File: config.mk
export PLATFORM = sky130hd
export DESIGN_NAME = media_key_to_encoder_events_core
export DESIGN_NICKNAME = d
export VERILOG_FILES = /design/src/design/mk2e_pkg.sv /design/src/design/mk2e_engine.sv /design/src/design/media_key_to_encoder_events_core.sv
export SDC_FILE = /design/constraint.sdc
export NUM_CORES = 1
export LEC_CHECK = 0
export BUFFER_PORTS_ARGS = -buffer_cell sky130_fd_sc_hd__buf_2
export CAP_MARGIN = 20
export CORE_AREA = 2 2 156 158
export DETAILED_ROUTE_END_ITERATION = 8
export DIE_AREA = 0 0 158 160
export PLACE_DENSITY = 0.77
export SETUP_SLACK_MARGIN = 0.5
export SLEW_MARGIN = 5
export SYNTH_ARGS = -nofsm -noshare
export SYNTH_HDL_FRONTEND = slang
export SYNTH_SLANG_ARGS = --single-unit
File: constraint.sdc
create_clock -name i_clk -period 6.6 [get_ports i_clk]
set_clock_uncertainty 0.1 [all_clocks]
set_input_delay 0.33 -clock i_clk [delete_from_list [all_inputs] [get_ports i_clk]]
set_output_delay 0.33 -clock i_clk [all_outputs]
set_load 0.01 [all_outputs]
File: src/design/mk2e_pkg.sv
// Shared types and constants for the media key to encoder event converter.
package mk2e_pkg;

    // Command codes carried in tuser
    localparam logic [1:0] CMD_REPORT     = 2'd0;
    localparam logic [1:0] CMD_POLL       = 2'd1;
    localparam logic [1:0] CMD_PEER_RESET = 2'd2;

    // Report lengths
    localparam logic [7:0] LEN_USAGE   = 8'd2;
    localparam logic [7:0] LEN_BITMASK = 8'd3;

    // Consumer-control usage codes
    localparam logic [15:0] USAGE_PLAY     = 16'h00CD;
    localparam logic [15:0] USAGE_NEXT     = 16'h00B5;
    localparam logic [15:0] USAGE_PREV     = 16'h00B6;
    localparam logic [15:0] USAGE_VOL_UP   = 16'h00E9;
    localparam logic [15:0] USAGE_VOL_DOWN = 16'h00EA;

    // Bit positions in the bitmask report
    localparam int MASK_VOL_DOWN = 0;
    localparam int MASK_VOL_UP   = 1;
    localparam int MASK_PREV     = 3;
    localparam int MASK_NEXT     = 4;
    localparam int MASK_PLAY     = 5;

    // Internal key vector positions
    localparam int KEY_VOL_UP   = 0;
    localparam int KEY_VOL_DOWN = 1;
    localparam int KEY_NEXT     = 2;
    localparam int KEY_PREV     = 3;
    localparam int KEY_PLAY     = 4;
    localparam int NUM_KEYS     = 5;

    localparam logic signed [15:0] ROT_MAX = 16'sh7FFF;
    localparam logic signed [15:0] ROT_MIN = -16'sh8000;

    // Configuration register indexes and reset values
    localparam logic CFG_DOUBLE_CLICK = 1'b0;
    localparam logic CFG_PUSH_HOLD    = 1'b1;
    localparam logic [15:0] DOUBLE_CLICK_RESET = 16'd300;
    localparam logic [15:0] PUSH_HOLD_RESET    = 16'd500;

    typedef struct packed {
        logic [15:0] double_click_window_ms;
        logic [15:0] push_hold_ms;
    } t_cfg;

    typedef struct packed {
        logic [1:0]  cmd;
        logic [7:0]  report_len;
        logic [7:0]  report_lo;
        logic [7:0]  report_hi;
        logic [31:0] now_ms;
    } t_item;

    typedef struct packed {
        logic signed [15:0] rotation;
        logic               was_clicked;
        logic               was_short_pressed;
        logic               is_pressed;
    } t_result;

endpackage

File: src/design/mk2e_engine.sv
// Event state and per-item update logic for the media key converter.
module mk2e_engine (
    input  logic             i_clk,
    input  logic             i_rst_n,
    input  mk2e_pkg::t_cfg   i_cfg,
    input  logic             i_valid,
    input  mk2e_pkg::t_item  i_item,
    output mk2e_pkg::t_result o_result
);

    logic signed [15:0] r_rot, n_rot;
    logic               r_short, n_short;
    logic               r_armed, n_armed;
    logic [31:0]        r_deadline, n_deadline;
    logic [31:0]        r_push_until, n_push_until;
    logic               r_push_valid, n_push_valid;
    logic [mk2e_pkg::NUM_KEYS-1:0] r_prev_keys, n_prev_keys;

    logic [15:0] usage;
    logic        len_ok;
    logic [mk2e_pkg::NUM_KEYS-1:0] keys, rise;
    logic signed [15:0] rot_a, rot_b, rot_c, rot_d;
    logic        push_start;
    logic [31:0] dl_diff, push_left;
    logic        deadline_passed, push_active, click_fire;

    assign usage  = {i_item.report_hi, i_item.report_lo};
    assign len_ok = (i_item.report_len == mk2e_pkg::LEN_USAGE) ||
                    (i_item.report_len == mk2e_pkg::LEN_BITMASK);

    always_comb begin
        keys = '0;
        if (i_item.report_len == mk2e_pkg::LEN_USAGE) begin
            keys[mk2e_pkg::KEY_VOL_UP]   = (usage == mk2e_pkg::USAGE_VOL_UP);
            keys[mk2e_pkg::KEY_VOL_DOWN] = (usage == mk2e_pkg::USAGE_VOL_DOWN);
            keys[mk2e_pkg::KEY_NEXT]     = (usage == mk2e_pkg::USAGE_NEXT);
            keys[mk2e_pkg::KEY_PREV]     = (usage == mk2e_pkg::USAGE_PREV);
            keys[mk2e_pkg::KEY_PLAY]     = (usage == mk2e_pkg::USAGE_PLAY);
        end else begin
            keys[mk2e_pkg::KEY_VOL_UP]   = i_item.report_lo[mk2e_pkg::MASK_VOL_UP];
            keys[mk2e_pkg::KEY_VOL_DOWN] = i_item.report_lo[mk2e_pkg::MASK_VOL_DOWN];
            keys[mk2e_pkg::KEY_NEXT]     = i_item.report_lo[mk2e_pkg::MASK_NEXT];
            keys[mk2e_pkg::KEY_PREV]     = i_item.report_lo[mk2e_pkg::MASK_PREV];
            keys[mk2e_pkg::KEY_PLAY]     = i_item.report_lo[mk2e_pkg::MASK_PLAY];
        end
    end

    assign rise = keys & ~r_prev_keys;

    // Four saturating steps in key order; a dropped track step starts no push
    always_comb begin
        push_start = 1'b0;
        rot_a = r_rot;
        if (rise[mk2e_pkg::KEY_VOL_UP] && (r_rot != mk2e_pkg::ROT_MAX)) begin
            rot_a = r_rot + 16'sd1;
        end
        rot_b = rot_a;
        if (rise[mk2e_pkg::KEY_VOL_DOWN] && (rot_a != mk2e_pkg::ROT_MIN)) begin
            rot_b = rot_a - 16'sd1;
        end
        rot_c = rot_b;
        if (rise[mk2e_pkg::KEY_NEXT] && (rot_b != mk2e_pkg::ROT_MAX)) begin
            rot_c = rot_b + 16'sd1;
            push_start = 1'b1;
        end
        rot_d = rot_c;
        if (rise[mk2e_pkg::KEY_PREV] && (rot_c != mk2e_pkg::ROT_MIN)) begin
            rot_d = rot_c - 16'sd1;
            push_start = 1'b1;
        end
    end

    assign dl_diff         = i_item.now_ms - r_deadline;
    assign deadline_passed = ~dl_diff[31];
    assign push_left       = r_push_until - i_item.now_ms;
    assign push_active     = r_push_valid && (push_left != 32'd0) && !push_left[31];
    // A click cannot be left pending across a poll, so it is decided here only
    assign click_fire = (r_rot == 16'sd0) && !r_short && r_armed && deadline_passed;

    assign o_result.rotation          = r_rot;
    assign o_result.was_clicked       = click_fire;
    assign o_result.was_short_pressed = r_short;
    assign o_result.is_pressed        = r_prev_keys[mk2e_pkg::KEY_NEXT] ||
                                        r_prev_keys[mk2e_pkg::KEY_PREV] || push_active;

    always_comb begin
        n_rot        = r_rot;
        n_short      = r_short;
        n_armed      = r_armed;
        n_deadline   = r_deadline;
        n_push_until = r_push_until;
        n_push_valid = r_push_valid;
        n_prev_keys  = r_prev_keys;
        if (i_valid) begin
            unique case (i_item.cmd)
                mk2e_pkg::CMD_REPORT: begin
                    if (len_ok) begin
                        n_rot       = rot_d;
                        n_prev_keys = keys;
                        if (push_start) begin
                            n_push_until = i_item.now_ms + {16'd0, i_cfg.push_hold_ms};
                            n_push_valid = 1'b1;
                        end
                        if (!keys[mk2e_pkg::KEY_PLAY] && r_prev_keys[mk2e_pkg::KEY_PLAY]) begin
                            if (r_armed && !deadline_passed) begin
                                n_short    = 1'b1;
                                n_armed    = 1'b0;
                                n_deadline = '0;
                            end else begin
                                n_armed    = 1'b1;
                                n_deadline = i_item.now_ms +
                                             {16'd0, i_cfg.double_click_window_ms};
                            end
                        end
                    end
                end
                mk2e_pkg::CMD_POLL: begin
                    n_rot   = '0;
                    n_short = 1'b0;
                    if (click_fire) begin
                        n_armed    = 1'b0;
                        n_deadline = '0;
                    end
                end
                mk2e_pkg::CMD_PEER_RESET: begin
                    n_rot        = '0;
                    n_short      = 1'b0;
                    n_armed      = 1'b0;
                    n_deadline   = '0;
                    n_push_until = '0;
                    n_push_valid = 1'b0;
                    n_prev_keys  = '0;
                end
                default: begin
                end
            endcase
        end
    end

    always_ff @(posedge i_clk) begin
        if (!i_rst_n) begin
            r_rot        <= '0;
            r_short      <= 1'b0;
            r_armed      <= 1'b0;
            r_deadline   <= '0;
            r_push_until <= '0;
            r_push_valid <= 1'b0;
            r_prev_keys  <= '0;
        end else begin
            r_rot        <= n_rot;
            r_short      <= n_short;
            r_armed      <= n_armed;
            r_deadline   <= n_deadline;
            r_push_until <= n_push_until;
            r_push_valid <= n_push_valid;
            r_prev_keys  <= n_prev_keys;
        end
    end

endmodule

File: src/design/media_key_to_encoder_events_core.sv
// Top level of the media key to encoder event converter.
//
// Input stream (s_axis): one transfer per command. tuser selects the command:
// input report, poll for events, or peer reset. tdata carries the report
// length and bytes plus the current millisecond time. Reports update the
// pending rotation, click and short-press state; a peer reset clears it all.
// Only a poll produces an output transfer (m_axis) with the pending rotation,
// click, short-press and pressed flags; the poll then clears the pending events.
// Timing: an accepted item is held in the input register until it advances;
// then the state and, for a poll, the output register update, so a poll
// result shows on m_axis straight from the output register and can transfer
// as soon as the receiver is ready.
// Throughput: one item per cycle while no poll waits on a stalled result, set
// by the single-pass state update between the input and result registers.
// When the receiver stalls, the result stays in the output register; reports
// and resets keep flowing, and only a further poll waits for the register.
// Reset (i_rst_n, synchronous, active low) empties both registers, clears all
// event state and loads the config defaults (300 ms window, 500 ms push hold).
// Config writes (i_cfg_we) are taken at any edge and are meant for idle time.
module media_key_to_encoder_events_core (
    input  logic        i_clk,
    input  logic        i_rst_n,
    // configuration write port
    input  logic        i_cfg_we,
    input  logic        i_cfg_idx,
    input  logic [15:0] i_cfg_data,
    // input stream
    input  logic        s_axis_tvalid,
    output logic        s_axis_tready,
    input  logic [55:0] s_axis_tdata,  // report_len[7:0], report_lo[15:8],
                                       // report_hi[23:16], now_ms[55:24]
    input  logic [1:0]  s_axis_tuser,  // cmd[1:0]
    // result stream
    output logic        m_axis_tvalid,
    input  logic        m_axis_tready,
    output logic [23:0] m_axis_tdata   // rotation[15:0], was_clicked[16],
                                       // was_short_pressed[17], is_pressed[18],
                                       // zero[23:19]
);

    mk2e_pkg::t_cfg    r_cfg;
    mk2e_pkg::t_item   r_item;
    mk2e_pkg::t_result r_out, engine_result;
    logic r_item_valid;
    logic r_out_valid;
    logic in_fire, advance, item_is_poll;

    // Hold the config registers; there is no read-back
    always_ff @(posedge i_clk) begin
        if (!i_rst_n) begin
            r_cfg.double_click_window_ms <= mk2e_pkg::DOUBLE_CLICK_RESET;
            r_cfg.push_hold_ms           <= mk2e_pkg::PUSH_HOLD_RESET;
        end else if (i_cfg_we) begin
            unique case (i_cfg_idx)
                mk2e_pkg::CFG_DOUBLE_CLICK: r_cfg.double_click_window_ms <= i_cfg_data;
                mk2e_pkg::CFG_PUSH_HOLD:    r_cfg.push_hold_ms           <= i_cfg_data;
                default: begin
                end
            endcase
        end
    end

    // A poll waits only while the output register holds an untaken result
    assign item_is_poll  = (r_item.cmd == mk2e_pkg::CMD_POLL);
    assign advance       = r_item_valid &&
                           (!item_is_poll || !r_out_valid || m_axis_tready);
    assign s_axis_tready = !r_item_valid || advance;
    assign in_fire       = s_axis_tvalid && s_axis_tready;

    always_ff @(posedge i_clk) begin
        if (!i_rst_n) begin
            r_item_valid <= 1'b0;
        end else if (in_fire) begin
            r_item_valid <= 1'b1;
        end else if (advance) begin
            r_item_valid <= 1'b0;
        end
    end

    // Input payload register: no reset needed
    always_ff @(posedge i_clk) begin
        if (in_fire) begin
            r_item.cmd        <= s_axis_tuser;
            r_item.report_len <= s_axis_tdata[7:0];
            r_item.report_lo  <= s_axis_tdata[15:8];
            r_item.report_hi  <= s_axis_tdata[23:16];
            r_item.now_ms     <= s_axis_tdata[55:24];
        end
    end

    mk2e_engine u_engine (
        .i_clk    (i_clk),
        .i_rst_n  (i_rst_n),
        .i_cfg    (r_cfg),
        .i_valid  (advance),
        .i_item   (r_item),
        .o_result (engine_result)
    );

    // Output register: load on an advancing poll, drop after the transfer
    always_ff @(posedge i_clk) begin
        if (!i_rst_n) begin
            r_out_valid <= 1'b0;
        end else if (advance && item_is_poll) begin
            r_out_valid <= 1'b1;
        end else if (m_axis_tready) begin
            r_out_valid <= 1'b0;
        end
    end

    always_ff @(posedge i_clk) begin
        if (advance && item_is_poll) begin
            r_out <= engine_result;
        end
    end

    assign m_axis_tvalid = r_out_valid;
    assign m_axis_tdata  = {5'd0, r_out.is_pressed, r_out.was_short_pressed,
                            r_out.was_clicked, r_out.rotation};

    // An empty input register always takes a transfer
    a_empty_ready: assert property (@(posedge i_clk) disable iff (!i_rst_n)
        !r_item_valid |-> s_axis_tready)
        else $error("input register empty but not ready");

    // Every advancing poll yields a result on the next cycle
    a_poll_result: assert property (@(posedge i_clk) disable iff (!i_rst_n)
        (advance && item_is_poll) |=> m_axis_tvalid)
        else $error("poll advanced without a result");

    // A poll blocked by a stalled result holds the input side
    a_poll_stall: assert property (@(posedge i_clk) disable iff (!i_rst_n)
        (r_item_valid && item_is_poll && m_axis_tvalid && !m_axis_tready)
        |-> (!s_axis_tready && !advance))
        else $error("poll overran a stalled result");

    // Non-poll items never create a result
    a_no_spurious: assert property (@(posedge i_clk) disable iff (!i_rst_n)
        (!m_axis_tvalid && !(advance && item_is_poll)) |=> !m_axis_tvalid)
        else $error("result appeared without a poll");

endmodule

Word level (Yosys, flattened, before mapping)
Cells that the tools add are included.
W data, S select, Z words.
Cells by class
  add/sub/neg operators: 8
  equality and inequality tests: 18
  muxes and demuxes: 35
  bitwise logic cells: 4
  reduce and logical (&&, ||, !) cells: 42
Operators by type and width (number)
  $mux W32: 6
  $pmux W32 S3: 1
  $eq A16 B8 Y1 const B: 5
  $mux W16: 5
  $add A32 B16 Y32: 2
  $ne A16 B16 Y1 const B: 4
  $pmux W32 S2: 1
  $sub A32 B32 Y32: 2
  $add A16 B2 Y16 const B: 2
  $pmux W16 S2: 1
  $reduce_bool A32 Y1: 1
  $sub A16 B2 Y16 const B: 2
  $eq A8 B2 Y1 const B: 2
  $logic_not A16 Y1: 1
  $mux W1: 15
  $logic_and A1 B1 Y1: 14
  $mux W5: 2
  $ne A2 B1 Y1 const B: 5
  $pmux W5 S2: 1
  $reduce_and A5 Y1: 2
  $reduce_bool A2 Y1: 4
  $logic_not A1 Y1: 6
  $logic_or A1 B1 Y1: 6
  $reduce_and A3 Y1: 2
  12 further kinds: 15
Storage, ports and cells
  flip-flop bits (word level): 199
  input port bits: 80
  output and inout port bits: 26
  logic and storage cells: 127

Longest topological paths before layout
  word-level depth: 17
  mapped depth: 29
  depth with buffers taken out: 25

Hierarchy
A second synthesis with hierarchy kept.
Second synthesis, totals
  cells, all modules: 1535
  area total of the unflattened synthesis: 13694.4 um^2
By module, submodules not included
  mk2e_engine: times used 1, cells each 1298, area an instance 10029.6 um^2, seq. area each 1761.7 um^2
  media_key_to_encoder_events_core: times used 1, cells each 237, area an instance 3664.8 um^2, seq. area each 2992.9 um^2

Least setup slack after synthesis
No wires, ideal clock.
  path type: reg-to-reg
  start: register r_item[53] (netlist name)
  end: register u_engine.r_push_until[10]
  library setup time: 72 ps
  data arrival time: 5905 ps
  data required time: 6428 ps
  path slack: 523 ps
  stages on the path, launching flop included: 28
  buffers on the path: 3
  period minus slack after synthesis: 6077 ps
  path through: edfxtp_1 nor4_4 a211oi_1 a21oi_1 clkbuf_1 nor2_1 xnor2_1 ha_1 o211a_1 and2_1 a21oi_1 xnor2_1 ha_1 nand3_1 mux2i_1 nand3_1 o31ai_2 mux2i_1 ha_1 and3_1 nand2_1 nor2_1 o211a_1 buf_4 a31oi_4 o21ai_4 buf_6 mux2i_1
Between the ends
  word-level cells in the longest chain between the ends: 16
  elaborated cells between the ends (all ways): 22
  classes of those cells: add/sub (2); eq/ne (7); mux (6); bitwise (1); reduce/logical (6)
Ends and longest elaborated chain
  from (decl): RTL line media_key_to_encoder_events_core.sv:42  | mk2e_pkg::t_item r_item;
  parallel branches: the longest is 15 deep, another holds $sub A16 B2 Y16
  $reduce_and A4 Y1 (no source line) (*)
  to (signal assigned): RTL line mk2e_engine.sv:154  | r_push_until <= n_push_until;
  to (decl): RTL line mk2e_engine.sv:15  | logic [31:0] r_push_until, n_push_until;
Mark *: on every way between the ends.
A chain may end at the register's enable or synchronous reset.

Worst setup path after layout
  start: register r_item[42] (netlist name)
  end: register u_engine.r_push_until[27]
Between the ends
  word-level cells in the longest chain between the ends: 16
  elaborated cells between the ends (all ways): 22
  classes of those cells: add/sub (2); eq/ne (8); mux (6); bitwise (1); reduce/logical (5)
Ends and longest elaborated chain
  $eq A16 B8 Y1: RTL line mk2e_engine.sv:34  | keys[mk2e_pkg::KEY_VOL_UP] = (usage == mk2e_pkg::USAGE_VOL_UP);
  $mux W5 (*): RTL line mk2e_engine.sv:33  | if (i_item.report_len == mk2e_pkg::LEN_USAGE) begin
  $and A4 B4 Y4 (*): RTL line mk2e_engine.sv:48  | assign rise = keys & ~r_prev_keys;
  parallel branches: the longest is 10 deep, another holds $sub A16 B2 Y16
  $mux W1 (*): RTL line mk2e_engine.sv:67  | if (rise[mk2e_pkg::KEY_PREV] && (rot_c != mk2e_pkg::ROT_MIN)) begin
  $ne A2 B1 Y1 (no source line) (*)
  $reduce_and A4 Y1 (no source line) (*)
Marked as above.

==> summary.txt <==
Run status
  • Status: complete, no violations

Synthesis
  • Syn avg cell area: between 8 and 9 um2
  • Syn Std Cell Area: 0.01387 mm2
  • Sequential fraction of the synthesis area: 0.3428
  • Post-synth EDFFs: 77
  • Synth top area share: 0.1761
  • Yosys reg bits: 199
  • Synth Area in Simple Gates: 0.1984
  • Dominant cell type by area after synthesis: dfxtp_1
  • Synth Area in Compound Gates: 0.2114
  • Post-synth ARST share: 0
  • Largest family of logic cells by synthesized area: compound AO/OA/AOI/OAI gates
  • Post-synthesis mux area share: 0.02715
  • Total number of yosys warnings: 0
  • Synth unique cells: a little under 100
  • Post-Syn Instances: approximately 1,600
  • Adder-Cell Fraction of Synth Area: 0.09814
  • Main synth FF type: dfxtp_1
  • Top cells by area, synth: dfxtp_1 18%, edfxtp_1 17%, ha_1 9.4%, xnor2_1 5.2%, nand2_1 5.0%
  • XOR/XNOR share of the synthesized area: 0.07126

Global routing
  • Met2 Track Usage GR: 0.5356
  • Grt met1 use: 0.4648
  • Gr ovfl total: 0
  • Initial antenna violation count: 1
  • Largest net degree at the start of global routing: 70
  • Vias in the first global route: 12,270
  • Grt peak-use layer: met2
  • Total GRT Usage: 0.3291
  • M3 GR Usage: 0.04396
  • First-pass GRT wire length: 65.74 mm

Finish
  • Sequential cell area: about 0.0048 mm2
  • Area of the multi-input gates: 0.008675 mm2
  • Fill count: roughly 1,900
  • Final Cell Area: between 0.015 and 0.02 mm2
  • Total Nets Final: about 1,900
  • Fin cells: approximately 2,100
  • End-of-flow core utilization: 0.6927
  • Layout cell share with drive strength beyond 1: 0.1596
  • Layout area overhead: 18.95%
  • Leading cell types in the layout, fill and taps excluded: 183 x nand2_1, 122 x dfxtp_1, 103 x ha_1
  • Most common cell after layout, fill and taps aside: nand2_1

Timing
  • Slew @ Worst Pin: about 1100 ps
  • Final Max Tran Viols: 0
  • RSZ-0062 raised after global routing: true
  • Relative slew slack: 0.2623
  • Fmax: around 170 MHz
  • Final setup violation count: 0
  • Tmin final: between 6000 and 7000 ps
  • Part of the cycle the worst path needs: 0.9124
  • Setup TNS: 0 ps
  • Hold_ws: ~14 ps
  • Fin. Hold Viols: 0
  • Setup ws final: roughly 580 ps

Placed design
  • Cells after DPL: 1,968
  • Hpwl dp: between 20 and 30 mm
  • Pre-CTS WS: ~110 ps
  • Port buffer count: 100
  • Placed Instance Area: approximately 0.015 mm2
  • Gpl congestion: a little over 0.9

Critical path
  • Max FO, Critical Path: 13
  • Setup crit start kind: flop
  • Critical path arrival: 6260 ps
  • Worst Setup SP: r_item[42]
  • Reg-to-reg startpoint: r_item[42]
  • Critical path type: reg2reg
  • Crit path required time: 6840 ps
  • Worst setup EP type: flop

Min path
  • Hold_sp: i_cfg_data[6]
  • Min-Delay Path Class: in2reg

Job
  • Maxcap violations: 0

Routing
  • TritonRoute pass-1 iters: 6
  • DR WL/cell: between 20 and 25 um
  • First DRT Iteration DRCs: 1,155
  • Vias per cell: roughly 6.2
  • DRC errors left: 0
  • Number of routed nets with antenna violations: 0
  • Total wire length: 42.28 mm
  • Vias: approximately 13,000

Floorplan
  • Initial Utilization: 0.5823
  • Total die area: about 0.025 mm2
  • Core region area: between 0.02 and 0.025 mm2
  • Row count: 57
  • Die height: 160 um
  • Die width: around 160 um
  • Boundary pin count: ~110

Clock tree
  • TritonCTS sink count: about 200
  • Clock latency on the worst-skew pair: 460 ps
  • CTS buffer count: 17
  • Max clock buf depth: 2
  • Clock slew at reported path FFs: ~100 ps
  • Root Buffer: clkbuf_16
  • CTS tree: built
  • CTS H-tree depth: 4

Power and ir drop
  • Leakage power: ~6.6 nW
  • Power, Total: 3.221 mW
  • VDD IR max: about 140 uV
  • Pwr/cell area: roughly 200 mW/mm2
==> cell type report <==
type                    instances  share of cell area
flip-flops and latches        199              0.2882
diodes                          1           0.0001517
inverters                     100             0.02275
clock buffers                  18             0.02601
clock inverters                14             0.01137
well taps                     324             0.02457
repair buffers                228              0.1012
multi-input cells            1202              0.5257
==> where the power goes <==
| part | switching [mW] | internal (mW) | total [mW] |
|---|---|---|---|
| Sequential | 0.0468 | 1.32 | 1.37 |
| Clock | 0.585 | 0.527 | 1.11 |
| Combinational | 0.430 | 0.309 | 0.739 |
==> Yosys cell counts, types with 43 or more instances <==
cell,count
dfxtp_1,122
clkbuf_1,43
a21oi_1,99
nor3_1,49
nor2_1,90
nand3_1,48
ha_1,104
xnor2_1,83
nand2_1,183
inv_1,99
edfxtp_1,77
o21ai_0,48
==> flip-flops by register name, summed over array words and instances (netlist names), 5 cells and up <==
| register | flops |
|---|---|
| r_item | 58 |
| u_engine.r_push_until | 32 |
| u_engine.r_prev_keys | 5 |
| m_axis_tdata | 19 |
| r_cfg | 32 |
| u_engine.r_deadline | 32 |
| u_engine.r_rot | 16 |
==> cells by family (layout without fill, tap and decap cells) <==
logic type	Yosys count	count (layout)
AND/OR/NAND/NOR	551	551
AO/OA/AOI/OAI	390	391
flip-flops	199	199
buffers and inverters	167	360
XOR/XNOR	112	112
adder cells (fa/ha/maj)	107	107
multiplexers	36	36
other	1	6
==> what timing repair did <==
item,in CTS,in global routing
gates resized for setup,8,40
pin swaps,2,13
gates cloned,0,3
hold buffers,59,0
endpoints found under the setup margin,44,49
hold endpoints to repair,59,0
buffers inserted,2,20
==> worst max-delay path, stage by stage, from the launching register on <==
cell	delay, ps
edfxtp_1	460
nor4bb_2	390
and4_2	340
a21oi_2	110
buf_4	200
nor3_1	450
o211a_1	320
and2_1	220
a21oi_4	90
mux2i_1	220
ha_2	230
nand3_1	100
mux2i_2	240
nand3_2	140
o31ai_4	330
buf_6	160
xor2_2	80
ha_1	190
and3_1	150
and3_1	160
o211a_1	280
a31oi_4	270
o21ai_4	80
buf_4	140
buf_12	140
o41ai_2	310
==> routing by layer <==
metal  wire length, um  vias to the layer above
li1                  -                     6138
met1             18780                     6183
met5                 0                        -
met3              3025                       65
met4               782                        0
met2             19700                      578
==> path summary, 6_finish.rpt <==
kind,slack [ps],depth (start not counted),endpoint
max reg2reg,580,25,u_engine.r_push_until[27]
min reg2reg,360,2,u_engine.r_push_until[0]
min,10,3,r_cfg[6]
max,580,25,u_engine.r_push_until[27]
Note: power is estimated with default switching activity, not from simulation.
